==> src/rtl/core/msc_pkg.sv <==
// Shared types, constants and segment tables for the marching squares cell block.
package msc_pkg;

    localparam int GRID_SIZE   = 1024;
    localparam int SAMPLE_BITS = 16;
    localparam int FRAC_BITS   = 8;
    localparam int IDX_BITS    = $clog2(GRID_SIZE);
    localparam int COORD_BITS  = IDX_BITS + FRAC_BITS;
    localparam int AW          = SAMPLE_BITS + 1;
    localparam int QW          = FRAC_BITS + 1;
    localparam int NUM_EDGES   = 4;
    localparam logic [IDX_BITS-1:0] IDX_MAX = IDX_BITS'(GRID_SIZE - 2);

    typedef enum logic [1:0] {
        EDGE_TOP    = 2'd0,
        EDGE_RIGHT  = 2'd1,
        EDGE_BOTTOM = 2'd2,
        EDGE_LEFT   = 2'd3
    } t_edge;

    typedef struct packed {
        logic [IDX_BITS-1:0]           cell_i;
        logic [IDX_BITS-1:0]           cell_j;
        logic signed [SAMPLE_BITS-1:0] value_i0_j1;
        logic signed [SAMPLE_BITS-1:0] value_i1_j1;
        logic signed [SAMPLE_BITS-1:0] value_i1_j0;
        logic signed [SAMPLE_BITS-1:0] value_i0_j0;
    } t_cell;

    typedef struct packed {
        logic [COORD_BITS-1:0] start_i;
        logic [COORD_BITS-1:0] start_j;
        logic [COORD_BITS-1:0] end_i;
        logic [COORD_BITS-1:0] end_j;
        logic                  last_segment;
    } t_seg;

    typedef struct packed {
        logic [IDX_BITS-1:0] base_i;
        logic [IDX_BITS-1:0] base_j;
        logic [3:0]          tab;
        logic                flip;
        logic [1:0]          nseg;
    } t_side;

    typedef struct packed {
        logic [QW-1:0] flo;
        logic [QW-1:0] cei;
    } t_quo;

    typedef struct packed {
        t_edge s0a;
        t_edge s0b;
        t_edge s1a;
        t_edge s1b;
    } t_segedges;

    // Number of segments a case produces
    function automatic logic [1:0] seg_count(input logic [3:0] cs);
        logic [1:0] n;
        case (cs)
            4'd0, 4'd15: n = 2'd0;
            4'd5, 4'd10: n = 2'd2;
            default:     n = 2'd1;
        endcase
        return n;
    endfunction

    // Crossed edges of each segment, start edge first
    function automatic t_segedges seg_edges(input logic [3:0] tab);
        t_segedges e;
        e = '{EDGE_TOP, EDGE_TOP, EDGE_TOP, EDGE_TOP};
        case (tab)
            4'd1:    e = '{EDGE_LEFT,   EDGE_BOTTOM, EDGE_TOP,    EDGE_TOP};
            4'd2:    e = '{EDGE_BOTTOM, EDGE_RIGHT,  EDGE_TOP,    EDGE_TOP};
            4'd3:    e = '{EDGE_LEFT,   EDGE_RIGHT,  EDGE_TOP,    EDGE_TOP};
            4'd4:    e = '{EDGE_TOP,    EDGE_RIGHT,  EDGE_TOP,    EDGE_TOP};
            4'd5:    e = '{EDGE_LEFT,   EDGE_TOP,    EDGE_RIGHT,  EDGE_BOTTOM};
            4'd6:    e = '{EDGE_BOTTOM, EDGE_TOP,    EDGE_TOP,    EDGE_TOP};
            4'd7:    e = '{EDGE_LEFT,   EDGE_TOP,    EDGE_TOP,    EDGE_TOP};
            4'd8:    e = '{EDGE_TOP,    EDGE_LEFT,   EDGE_TOP,    EDGE_TOP};
            4'd9:    e = '{EDGE_TOP,    EDGE_BOTTOM, EDGE_TOP,    EDGE_TOP};
            4'd10:   e = '{EDGE_TOP,    EDGE_RIGHT,  EDGE_BOTTOM, EDGE_LEFT};
            4'd11:   e = '{EDGE_TOP,    EDGE_RIGHT,  EDGE_TOP,    EDGE_TOP};
            4'd12:   e = '{EDGE_RIGHT,  EDGE_LEFT,   EDGE_TOP,    EDGE_TOP};
            4'd13:   e = '{EDGE_RIGHT,  EDGE_BOTTOM, EDGE_TOP,    EDGE_TOP};
            4'd14:   e = '{EDGE_BOTTOM, EDGE_LEFT,   EDGE_TOP,    EDGE_TOP};
            default: e = '{EDGE_TOP,    EDGE_TOP,    EDGE_TOP,    EDGE_TOP};
        endcase
        return e;
    endfunction

endpackage

==> src/rtl/core/msc_lane.sv <==
// One edge lane: pipelined restoring divider giving the floor and ceil crossing fraction.
module msc_lane
    import msc_pkg::*;
(
    input  logic          i_clk,
    input  logic [AW-1:0] i_un,
    input  logic [AW-1:0] i_ud,
    output t_quo          o_quo
);

    logic [AW-1:0] r_rem [QW];
    logic [AW-1:0] r_den [QW];
    logic [QW-1:0] r_quo [QW];
    logic          den_zero;

    // One quotient bit per stage
    for (genvar k = 0; k < QW; k++) begin : g_step
        logic [AW:0]   rin;
        logic [AW-1:0] den;
        logic [QW-1:0] qin;
        logic          ge;
        logic [AW:0]   diff;

        if (k == 0) begin : g_first
            assign rin = {1'b0, i_un};
            assign den = i_ud;
            assign qin = '0;
        end else begin : g_next
            assign rin = {r_rem[k-1], 1'b0};
            assign den = r_den[k-1];
            assign qin = r_quo[k-1];
        end

        assign ge   = (rin >= {1'b0, den});
        assign diff = ge ? (rin - {1'b0, den}) : rin;

        // Advance the partial remainder
        always_ff @(posedge i_clk) begin
            r_rem[k] <= diff[AW-1:0];
            r_den[k] <= den;
            r_quo[k] <= {qin[QW-2:0], ge};
        end
    end

    // Drop the fraction on a flat edge, round up when a remainder is left
    assign den_zero  = (r_den[QW-1] == '0);
    assign o_quo.flo = den_zero ? '0 : r_quo[QW-1];
    assign o_quo.cei = den_zero ? '0
                     : r_quo[QW-1] + QW'(r_rem[QW-1] != '0);

endmodule

==> src/rtl/core/msc_merge.sv <==
// Merge stage: builds edge points from the lanes and issues up to two segments.
module msc_merge
    import msc_pkg::*;
(
    input  logic  i_clk,
    input  logic  i_rst_n,
    input  logic  i_valid,
    input  t_side i_side,
    input  t_quo  i_quo [NUM_EDGES],
    output logic  o_valid,
    output t_seg  o_seg
);

    logic [COORD_BITS-1:0] bi_lo, bi_hi, bj_lo, bj_hi;
    logic [COORD_BITS-1:0] pt_i [NUM_EDGES];
    logic [COORD_BITS-1:0] pt_j [NUM_EDGES];
    t_segedges             ed;
    t_seg                  seg0, seg1;
    logic                  r_out_vld, n_out_vld;
    t_seg                  r_out, n_out;
    logic                  r_pend, n_pend;
    t_seg                  r_seg1, n_seg1;

    // Corner coordinates of the cell
    assign bi_lo = COORD_BITS'(i_side.base_i) << FRAC_BITS;
    assign bj_lo = COORD_BITS'(i_side.base_j) << FRAC_BITS;
    assign bi_hi = (COORD_BITS'(i_side.base_i) + COORD_BITS'(1)) << FRAC_BITS;
    assign bj_hi = (COORD_BITS'(i_side.base_j) + COORD_BITS'(1)) << FRAC_BITS;

    // Crossing point on each edge
    always_comb begin
        pt_i[EDGE_TOP]    = bi_lo + COORD_BITS'(i_quo[EDGE_TOP].flo);
        pt_j[EDGE_TOP]    = bj_hi;
        pt_i[EDGE_RIGHT]  = bi_hi;
        pt_j[EDGE_RIGHT]  = bj_hi - COORD_BITS'(i_quo[EDGE_RIGHT].cei);
        pt_i[EDGE_BOTTOM] = bi_hi - COORD_BITS'(i_quo[EDGE_BOTTOM].cei);
        pt_j[EDGE_BOTTOM] = bj_lo;
        pt_i[EDGE_LEFT]   = bi_lo;
        pt_j[EDGE_LEFT]   = bj_lo + COORD_BITS'(i_quo[EDGE_LEFT].flo);
    end

    // Pick segment ends, swap them for a flipped saddle
    always_comb begin
        ed = seg_edges(i_side.tab);
        if (i_side.flip) begin
            seg0 = '{pt_i[ed.s0b], pt_j[ed.s0b], pt_i[ed.s0a], pt_j[ed.s0a],
                     i_side.nseg == 2'd1};
            seg1 = '{pt_i[ed.s1b], pt_j[ed.s1b], pt_i[ed.s1a], pt_j[ed.s1a], 1'b1};
        end else begin
            seg0 = '{pt_i[ed.s0a], pt_j[ed.s0a], pt_i[ed.s0b], pt_j[ed.s0b],
                     i_side.nseg == 2'd1};
            seg1 = '{pt_i[ed.s1a], pt_j[ed.s1a], pt_i[ed.s1b], pt_j[ed.s1b], 1'b1};
        end
    end

    // Issue the first segment, hold the second for the next cycle
    always_comb begin
        n_out_vld = 1'b0;
        n_out     = r_out;
        n_pend    = 1'b0;
        n_seg1    = r_seg1;
        if (i_valid && i_side.nseg != 2'd0) begin
            n_out_vld = 1'b1;
            n_out     = seg0;
            n_pend    = (i_side.nseg == 2'd2);
            n_seg1    = seg1;
        end else if (r_pend) begin
            n_out_vld = 1'b1;
            n_out     = r_seg1;
        end
    end

    always_ff @(posedge i_clk) begin
        if (!i_rst_n) begin
            r_out_vld <= 1'b0;
            r_pend    <= 1'b0;
        end else begin
            r_out_vld <= n_out_vld;
            r_pend    <= n_pend;
        end
        r_out  <= n_out;
        r_seg1 <= n_seg1;
    end

    assign o_valid = r_out_vld;
    assign o_seg   = r_out;

endmodule

==> src/rtl/core/marching_squares_cell.sv <==
// Top level of the marching squares cell block: case forming, edge lanes and merge.
//
//  Channel  Signals                       Handshake
//  -------  ----------------------------  ----------------------------------
//  cell     i_cell                        taken on start && !busy
//  segment  o_seg                         o_valid strobe, one cycle each
//  config   i_cfg_we, i_cfg_data          written on i_cfg_we, threshold
//
//  A cell may be taken every second cycle: busy is high for the one cycle
//  after each accepted cell, which leaves room for a second segment.
//  The first segment passes the prep register, which loads at the accepting edge,
//  then FRAC_BITS+1 divider stages per edge lane and one output register; the
//  second, if any, shows in the cycle right after it.
//  Reset clears the threshold to 0 and empties the pipeline.
//  The receiver cannot stall; the block never holds a segment back.
module marching_squares_cell
    import msc_pkg::*;
(
    input  logic                   i_clk,
    input  logic                   i_rst_n,
    input  logic                   start,
    output logic                   busy,
    input  t_cell                  i_cell,
    input  logic                   i_cfg_we,
    input  logic [SAMPLE_BITS-1:0] i_cfg_data,
    output logic                   o_valid,
    output t_seg                   o_seg
);

    logic signed [SAMPLE_BITS-1:0] r_thr;
    logic                          r_busy;
    logic                          accept;
    logic signed [SAMPLE_BITS-1:0] v [NUM_EDGES];
    logic signed [SAMPLE_BITS+1:0] sum, thr4;
    logic [3:0]                    cs;
    logic                          saddle_flip;
    t_side                         n_side;
    logic [AW-1:0]                 n_un [NUM_EDGES];
    logic [AW-1:0]                 n_ud [NUM_EDGES];
    logic [AW-1:0]                 r_un [NUM_EDGES];
    logic [AW-1:0]                 r_ud [NUM_EDGES];
    t_side                         r_side0;
    logic                          r_v0;
    t_side                         r_side [QW];
    logic [QW-1:0]                 r_vld;
    t_quo                          quo [NUM_EDGES];

    assign accept = start && !r_busy;
    assign busy   = r_busy;

    // Threshold register and the one-cycle gap after each cell
    always_ff @(posedge i_clk) begin
        if (!i_rst_n) begin
            r_thr  <= '0;
            r_busy <= 1'b0;
        end else begin
            if (i_cfg_we) begin
                r_thr <= i_cfg_data;
            end
            r_busy <= accept;
        end
    end

    // Form the case, resolve the saddle, clamp the base corner
    always_comb begin
        v[0] = i_cell.value_i0_j1;
        v[1] = i_cell.value_i1_j1;
        v[2] = i_cell.value_i1_j0;
        v[3] = i_cell.value_i0_j0;
        cs   = {v[0] > r_thr, v[1] > r_thr, v[2] > r_thr, v[3] > r_thr};
        sum  = (SAMPLE_BITS+2)'(v[0]) + (SAMPLE_BITS+2)'(v[1])
             + (SAMPLE_BITS+2)'(v[2]) + (SAMPLE_BITS+2)'(v[3]);
        thr4 = (SAMPLE_BITS+2)'(r_thr) <<< 2;
        saddle_flip = (cs == 4'd5 || cs == 4'd10) && (sum < thr4);
        n_side.base_i = (i_cell.cell_i > IDX_MAX) ? IDX_MAX : i_cell.cell_i;
        n_side.base_j = (i_cell.cell_j > IDX_MAX) ? IDX_MAX : i_cell.cell_j;
        n_side.tab    = saddle_flip ? ~cs : cs;
        n_side.flip   = saddle_flip;
        n_side.nseg   = seg_count(cs);
    end

    // Distance to the level and span of each edge, as magnitudes
    for (genvar e = 0; e < NUM_EDGES; e++) begin : g_edge
        logic signed [AW-1:0] num, den;
        assign num     = AW'(r_thr) - AW'(v[e]);
        assign den     = AW'(v[(e + 1) % NUM_EDGES]) - AW'(v[e]);
        assign n_un[e] = num[AW-1] ? AW'(-num) : AW'(num);
        assign n_ud[e] = den[AW-1] ? AW'(-den) : AW'(den);
    end

    // Prep stage register
    always_ff @(posedge i_clk) begin
        if (!i_rst_n) begin
            r_v0 <= 1'b0;
        end else begin
            r_v0 <= accept;
        end
        r_side0 <= n_side;
        r_un    <= n_un;
        r_ud    <= n_ud;
    end

    // Edge lanes
    for (genvar e = 0; e < NUM_EDGES; e++) begin : g_lane
        msc_lane u_lane (
            .i_clk (i_clk),
            .i_un  (r_un[e]),
            .i_ud  (r_ud[e]),
            .o_quo (quo[e])
        );
    end

    // Carry cell info alongside the divider stages
    always_ff @(posedge i_clk) begin
        if (!i_rst_n) begin
            r_vld <= '0;
        end else begin
            r_vld <= {r_vld[QW-2:0], r_v0};
        end
        r_side[0] <= r_side0;
        for (int k = 1; k < QW; k++) begin
            r_side[k] <= r_side[k-1];
        end
    end

    msc_merge u_merge (
        .i_clk   (i_clk),
        .i_rst_n (i_rst_n),
        .i_valid (r_vld[QW-1]),
        .i_side  (r_side[QW-1]),
        .i_quo   (quo),
        .o_valid (o_valid),
        .o_seg   (o_seg)
    );

endmodule

==> config.mk <==
export PLATFORM = sky130hd
export DESIGN_NAME = marching_squares_cell
export DESIGN_NICKNAME = d
export VERILOG_FILES = /design/src/rtl/core/msc_pkg.sv /design/src/rtl/core/msc_lane.sv /design/src/rtl/core/msc_merge.sv /design/src/rtl/core/marching_squares_cell.sv
export SDC_FILE = /design/constraint.sdc
export NUM_CORES = 2
export LEC_CHECK = 0
export BUFFER_PORTS_ARGS = -buffer_cell sky130_fd_sc_hd__buf_2
export CAP_MARGIN = 20
export CORE_UTILIZATION = 45
export CTS_CLUSTER_SIZE = 20
export DETAILED_ROUTE_END_ITERATION = 10
export PLACE_DENSITY = 0.67
export SLEW_MARGIN = 15
export SYNTH_ARGS = -nofsm -noshare
export SYNTH_HDL_FRONTEND = slang
export SYNTH_HIERARCHICAL = 1
export SYNTH_SLANG_ARGS = --single-unit
==> constraint.sdc <==
create_clock -name i_clk -period 6.3 [get_ports i_clk]
set_clock_uncertainty 0.15 [all_clocks]
set_input_delay 1.26 -clock i_clk [delete_from_list [all_inputs] [get_ports i_clk]]
set_output_delay 1.26 -clock i_clk [all_outputs]
set_load 0.1 [all_outputs]
# ---- Word-level counts from Yosys, hierarchy flattened
# Memories as Yosys holds them, arrays and structs flattened.
# Cells that the tools add are included.
dict set report classes {
  eq_ne 5
  addsub 63
  n_lt_le_gt_ge 47
  reduce_logical 17
  n_mux 80
  n_bitwise 5
}
# op count
set op_table {}
lappend op_table {{$mux 17} 36}
lappend op_table {{$sub 17x17->17} 36}
lappend op_table {{$ge 18x17->1} 32}
lappend op_table {{$mux 73} 4}
lappend op_table {{$bmux 18 s2} 8}
lappend op_table {{$mux 18} 16}
lappend op_table {{$neg 17->17} 8}
lappend op_table {{$sub 16x16->17} 8}
lappend op_table {{$mux 16} 8}
lappend op_table {{$ge 17x17->1} 4}
lappend op_table {{$logic_not 17->1} 4}
lappend op_table {{$gt 16x16->1} 4}
lappend op_table {{$add 18x9->18} 2}
lappend op_table {{$mux 9} 4}
lappend op_table {{$sub 18x9->18} 2}
lappend op_table {{$reduce_bool 17->1} 2}
lappend op_table {{$add 10x1->10 const B} 2}
lappend op_table {{$gt 10x10->1 const B} 2}
lappend op_table {{$add 17x16->18} 1}
lappend op_table {{$add 18x16->18} 1}
lappend op_table {{$add 9x1->9} 2}
lappend op_table {{$lt 18x18->1} 1}
lappend op_table {{$add 16x16->17} 1}
lappend op_table {{$ge 3x3->1 const B} 4}
lappend op_table {{16 further kinds} 25}
dict set report word_totals {
  mem_bits_ro 128
  ramBits 1791
  register_bits 337
  memories 14
  output_inout_bits 75
  word_cells 267
}
# name words word_bits rd rd_clocked_by_memory_dff write_ports line
set mem_list {}
lappend mem_list {r_side 9 27 9 0 9 marching_squares_cell.sv:44} ;# t_side r_side [QW];
lappend mem_list {{g_lane[0].u_lane.r_den} 9 17 9 0 9 msc_lane.sv:12} ;# logic [AW-1:0] r_den [QW];
lappend mem_list {{g_lane[0].u_lane.r_rem} 9 17 8 0 9 msc_lane.sv:11} ;# logic [AW-1:0] r_rem [QW];
lappend mem_list {{g_lane[1].u_lane.r_den} 9 17 9 0 9 msc_lane.sv:12}
lappend mem_list {{g_lane[1].u_lane.r_rem} 9 17 9 0 9 msc_lane.sv:11}
lappend mem_list {{g_lane[2].u_lane.r_den} 9 17 9 0 9 msc_lane.sv:12}
lappend mem_list {{+8 memories} - - - - - -}

# ---- Logic depth before layout (Yosys ltp)
# An unclocked memory read counts as a cell.
dict set report logic_depth {
  word_depth 10
  mapped_depth 23
}

# ---- Cells and area by module
# The synthesis kept the hierarchy.
# mod cells_per_inst area_each_um2 seq_area_each_um2 n_inst
set by_module_without_submodules {}
lappend by_module_without_submodules {{msc_lane (g_lane[1].u_lane ...)} 1738 16733.5 7026.7 3}
lappend by_module_without_submodules {marching_squares_cell 2051 20134.3 8648.3 1}
lappend by_module_without_submodules {{msc_lane (g_lane[0].u_lane)} 1843 17402.9 7026.7 1}
lappend by_module_without_submodules {msc_merge 1352 11457.2 4394.2 1}

# ---- Worst setup path before layout
# No wires, ideal clock.
dict set report synth_timing {
  path_type {input-to-reg}
  startpoint {in i_cell[1] in the netlist's numbering}
  endpoint {reg r_side0[4] in the netlist's numbering}
  setup_time_ps 123
  required_ps 6027
  path_stages 22
  path_slack_ps 286
  path_buffers 0
  arrival_ps 5741
  cell_sequence {inv_1 -> fa_1 -> inv_1 -> fa_1 -> nor3b_1 -> fa_1 -> a211oi_1 -> o21bai_1 -> nor2_1 -> o311ai_0 -> a31oi_1 -> nor2b_1 -> o21ai_0 -> nor2b_1 -> xnor2_1 -> ha_1 -> and3_1 -> o21ai_0 -> o22ai_1 -> a21oi_1 -> a21oi_1 -> or2_2}
}
# item line
set synth_rtl {}
lappend synth_rtl {{start: declaration} marching_squares_cell.sv:23} ;# input t_cell i_cell,
lappend synth_rtl {{end signal: assignment} marching_squares_cell.sv:98} ;# r_side0 <= n_side;
lappend synth_rtl {{end: declaration} marching_squares_cell.sv:42} ;# t_side r_side0;

==> impl_metrics.py <==
metrics = {
    "pwr": {
        "seq_power_share_pct": 29.2,
        "p_leak_nw": 47.9,
        "p_comb_share_pct": 52.8,
        "p_int_mw": 40.8,
        "p_sw_share_pct": 39.9,
        "clockPowerShare_pct": 18.0,
        "ir_drop_mv": 0.344,
        "power.density_nw_per_um2": 629,
        "power_switching_mw": 27.1,
    },
    "clocking": {
        "post-cts-setup-buffer-count": 0,
        "postCtsHoldBufs": 0,
        "cts_root_buffer": "clkbuf_16",
        "clk_latency_ns": 0.86,
        "tritoncts": "done",
        "clock-sinks": 1949,
        "cts_buffers": 198,
        "htreeDepth": 4,
        "clock_path_buffers": 3,
        "path_clk_slew_ns": 0.06,
        "ctsResizeCount": 0,
    },
    "route": {
        "avgViaCountPerCell": 5.39,
        "vias": 72300,
        "routed_wl_mm": 235,
        "drt_iter0_markers": 4908,
        "ant_nets": 0,
        "wl_per_cell_um": 17.5,
        "drt_pass1_iterations": 8,
        "drc": 0,
    },
    "critical_path": {
        "start_kind": "input pin",
        "criticalPathCategory": "input pin to flop",
        "crit_path_max_incr_delay_ns": 0.55,
        "slowest_stage": "fa_1",
        "r2r-start": "g_lane[2].u_lane/r_rem[0][137]$_DFF_P_",
        "cpMostUsedCell": "fa_1",
        "crit_arrival_ns": 6.46,
        "end_kind": "flop",
        "r2r-end": "u_merge/o_seg[34]$_DFFE_PP_",
        "required_ns": 6.87,
        "rr_worst_depth": 17,
        "worstPathMaxFanout": 7,
        "rrSetupSlack_ns": 1.21,
    },
    "place": {
        "place_area_um2": 101000,
        "gp_congestion": 0.940,
        "numPortBuffers": 178,
        "place_ws_ns": -0.571,
        "dp.final_hpwl_mm": 183,
        "dp.cells": 13000,
    },
    "min_path": {
        "min_to": "g_lane[1].u_lane/r_den[0][91]$_DFF_P_",
        "min_from": "g_lane[1].u_lane/r_den[0][74]$_DFF_P_",
        "holdPathStages": 0,
        "min-delay-path-class": "flop to flop",
    },
    "finish": {
        "layout_common_cells": "1803 x dfxtp_1, 970 x inv_1, 794 x ha_1",
        "stdcell_area_um2": 108000,
        "synthToLayoutAreaGrowth_pct": 11.6,
        "layout-drive-gt1-share_pct": 11.0,
        "fill_cells": 19100,
        "final_common_cell": "dfxtp_1",
        "fin_cells": 13400,
        "final_nets": 11400,
    },
    "yosys": {
        "avgSynthCellArea_um2": 9.53,
        "syn-instance-count": 10200,
        "syn_nets": 11100,
        "synth_warnings": 6,
        "synth_area_um2": 96800,
    },
    "die": {
        "die-height_um": 466,
        "die_area_um2": 217000,
        "core_area_um2": 213000,
        "io_pins": 179,
        "initial_core_util_pct": 45.5,
        "rows": 169,
        "dieWidth_um": 466,
    },
    "sta": {
        "finalHoldViolations": 0,
        "timing.hold.ws_ns": 0.159,
        "min_period_ns": 5.89,
        "rsz0062_at_grt": "false",
        "slew_headroom_pct": 19.9,
        "worst_slew_pin_slew_ns": 1.20,
        "fmax_mhz": 170,
        "fin_ws_ns": 0.412,
        "setup_viol": 0,
        "tns_ns": 0,
        "fin_crit_sh_pct": 93.5,
        "drv_slew": 0,
    },
    "global_routing": {
        "grt_use_total_pct": 21.2,
        "grt_pass1_wl_mm": 374,
        "grt.overflow.total": 0,
        "grt_pass1_vias": 71400,
        "antenna_found_initial": 6,
        "grt_max_degree": 85,
    },
    "job": {
        "cap_violations": 0,
    },
    "outcome": {
        "status": "finished, final reports clean",
    },
}
==> state kept, by name (all words and copies together) (netlist names) <==
name	cells
r_thr	16
r_side	243
r_side0	27
u_merge/o_seg	73
r_vld	9
g_lane.u_lane/r_rem	578
r_v0	1
u_merge/o_valid	1
g_lane.u_lane/r_den	612
r_un	68
u_merge/r_pend	1
r_ud	68
u_merge/r_seg1	72
g_lane.u_lane/r_quo	180
==> critical path: cells and delay by family <==
family	cells	cell delay, ns
adder cells (fa/ha/maj)	4	1.71
AND/OR/NAND/NOR	8	1.50
buffers and inverters	4	0.48
AO/OA/AOI/OAI	8	1.40
XOR/XNOR	1	0.08
==> area by class of cell <==
| class | count | area, um2 | area share (%) |
|---|---|---|---|
| Inverter | 979 | 3680 | 3.41 |
| Sequential cell | 1949 | 40500 | 37.5 |
| Clock buffer | 276 | 5640 | 5.22 |
| Tap cell | 2821 | 3530 | 3.27 |
| Multi-Input combinational cell | 6973 | 51400 | 47.5 |
| Antenna cell | 3 | 7.51 | 0.00695 |
| Timing Repair Buffer | 309 | 1900 | 1.76 |
| Clock inverter | 97 | 1440 | 1.33 |
==> power groups by stage <==
stage               logic [mW]  registers [mW]  clock network (mW)
floorplan                 28.9            18.9                   0
global placement          34.3            20.1                   0
detailed placement        35.2            20.1                   0
CTS                       35.5            19.9                12.6
global route              39.9            20.3                13.1
finish                    35.8            19.9                12.2
==> metal layers <==
metal	vias up	track usage [%]	wire length, um
met5	-	0	23
met4	4	7.93	8420
met3	476	2.65	11300
met2	1987	36.1	108000
met1	33800	27.3	107000
li1	36100	-	-
==> how the worst max path moves through the flow <==
stage / startpoint / end / slack (ns) / depth (start not counted)
6_report: i_cell[1] / r_side0[4]$_DFF_P_ / 0.41 / 25
4_1_cts: i_cell[1] / r_side0[4]$_DFF_P_ / 0.33 / 25
3_3_place_gp: i_cell[1] / r_side0[4]$_DFF_P_ / -0.52 / 25
5_1_grt: i_cell[1] / r_side0[6]$_DFF_P_ / 0.04 / 25
3_5_place_dp: i_cell[1] / r_side0[4]$_DFF_P_ / -0.57 / 25
2_1_floorplan: i_cell[1] / r_side0[4]$_DFF_P_ / 0.29 / 22
==> per-stage QoR <==
step / power [mW] / util (%)
global route: 73.3 / 50.8
detailed placement: 55.3 / 47.4
floorplan: 47.8 / -
global placement: 54.4 / 47.4
finish: 67.9 / 50.8
CTS: 68.0 / 50.7
No activity file was read; power rests on OpenSTA's default activity.
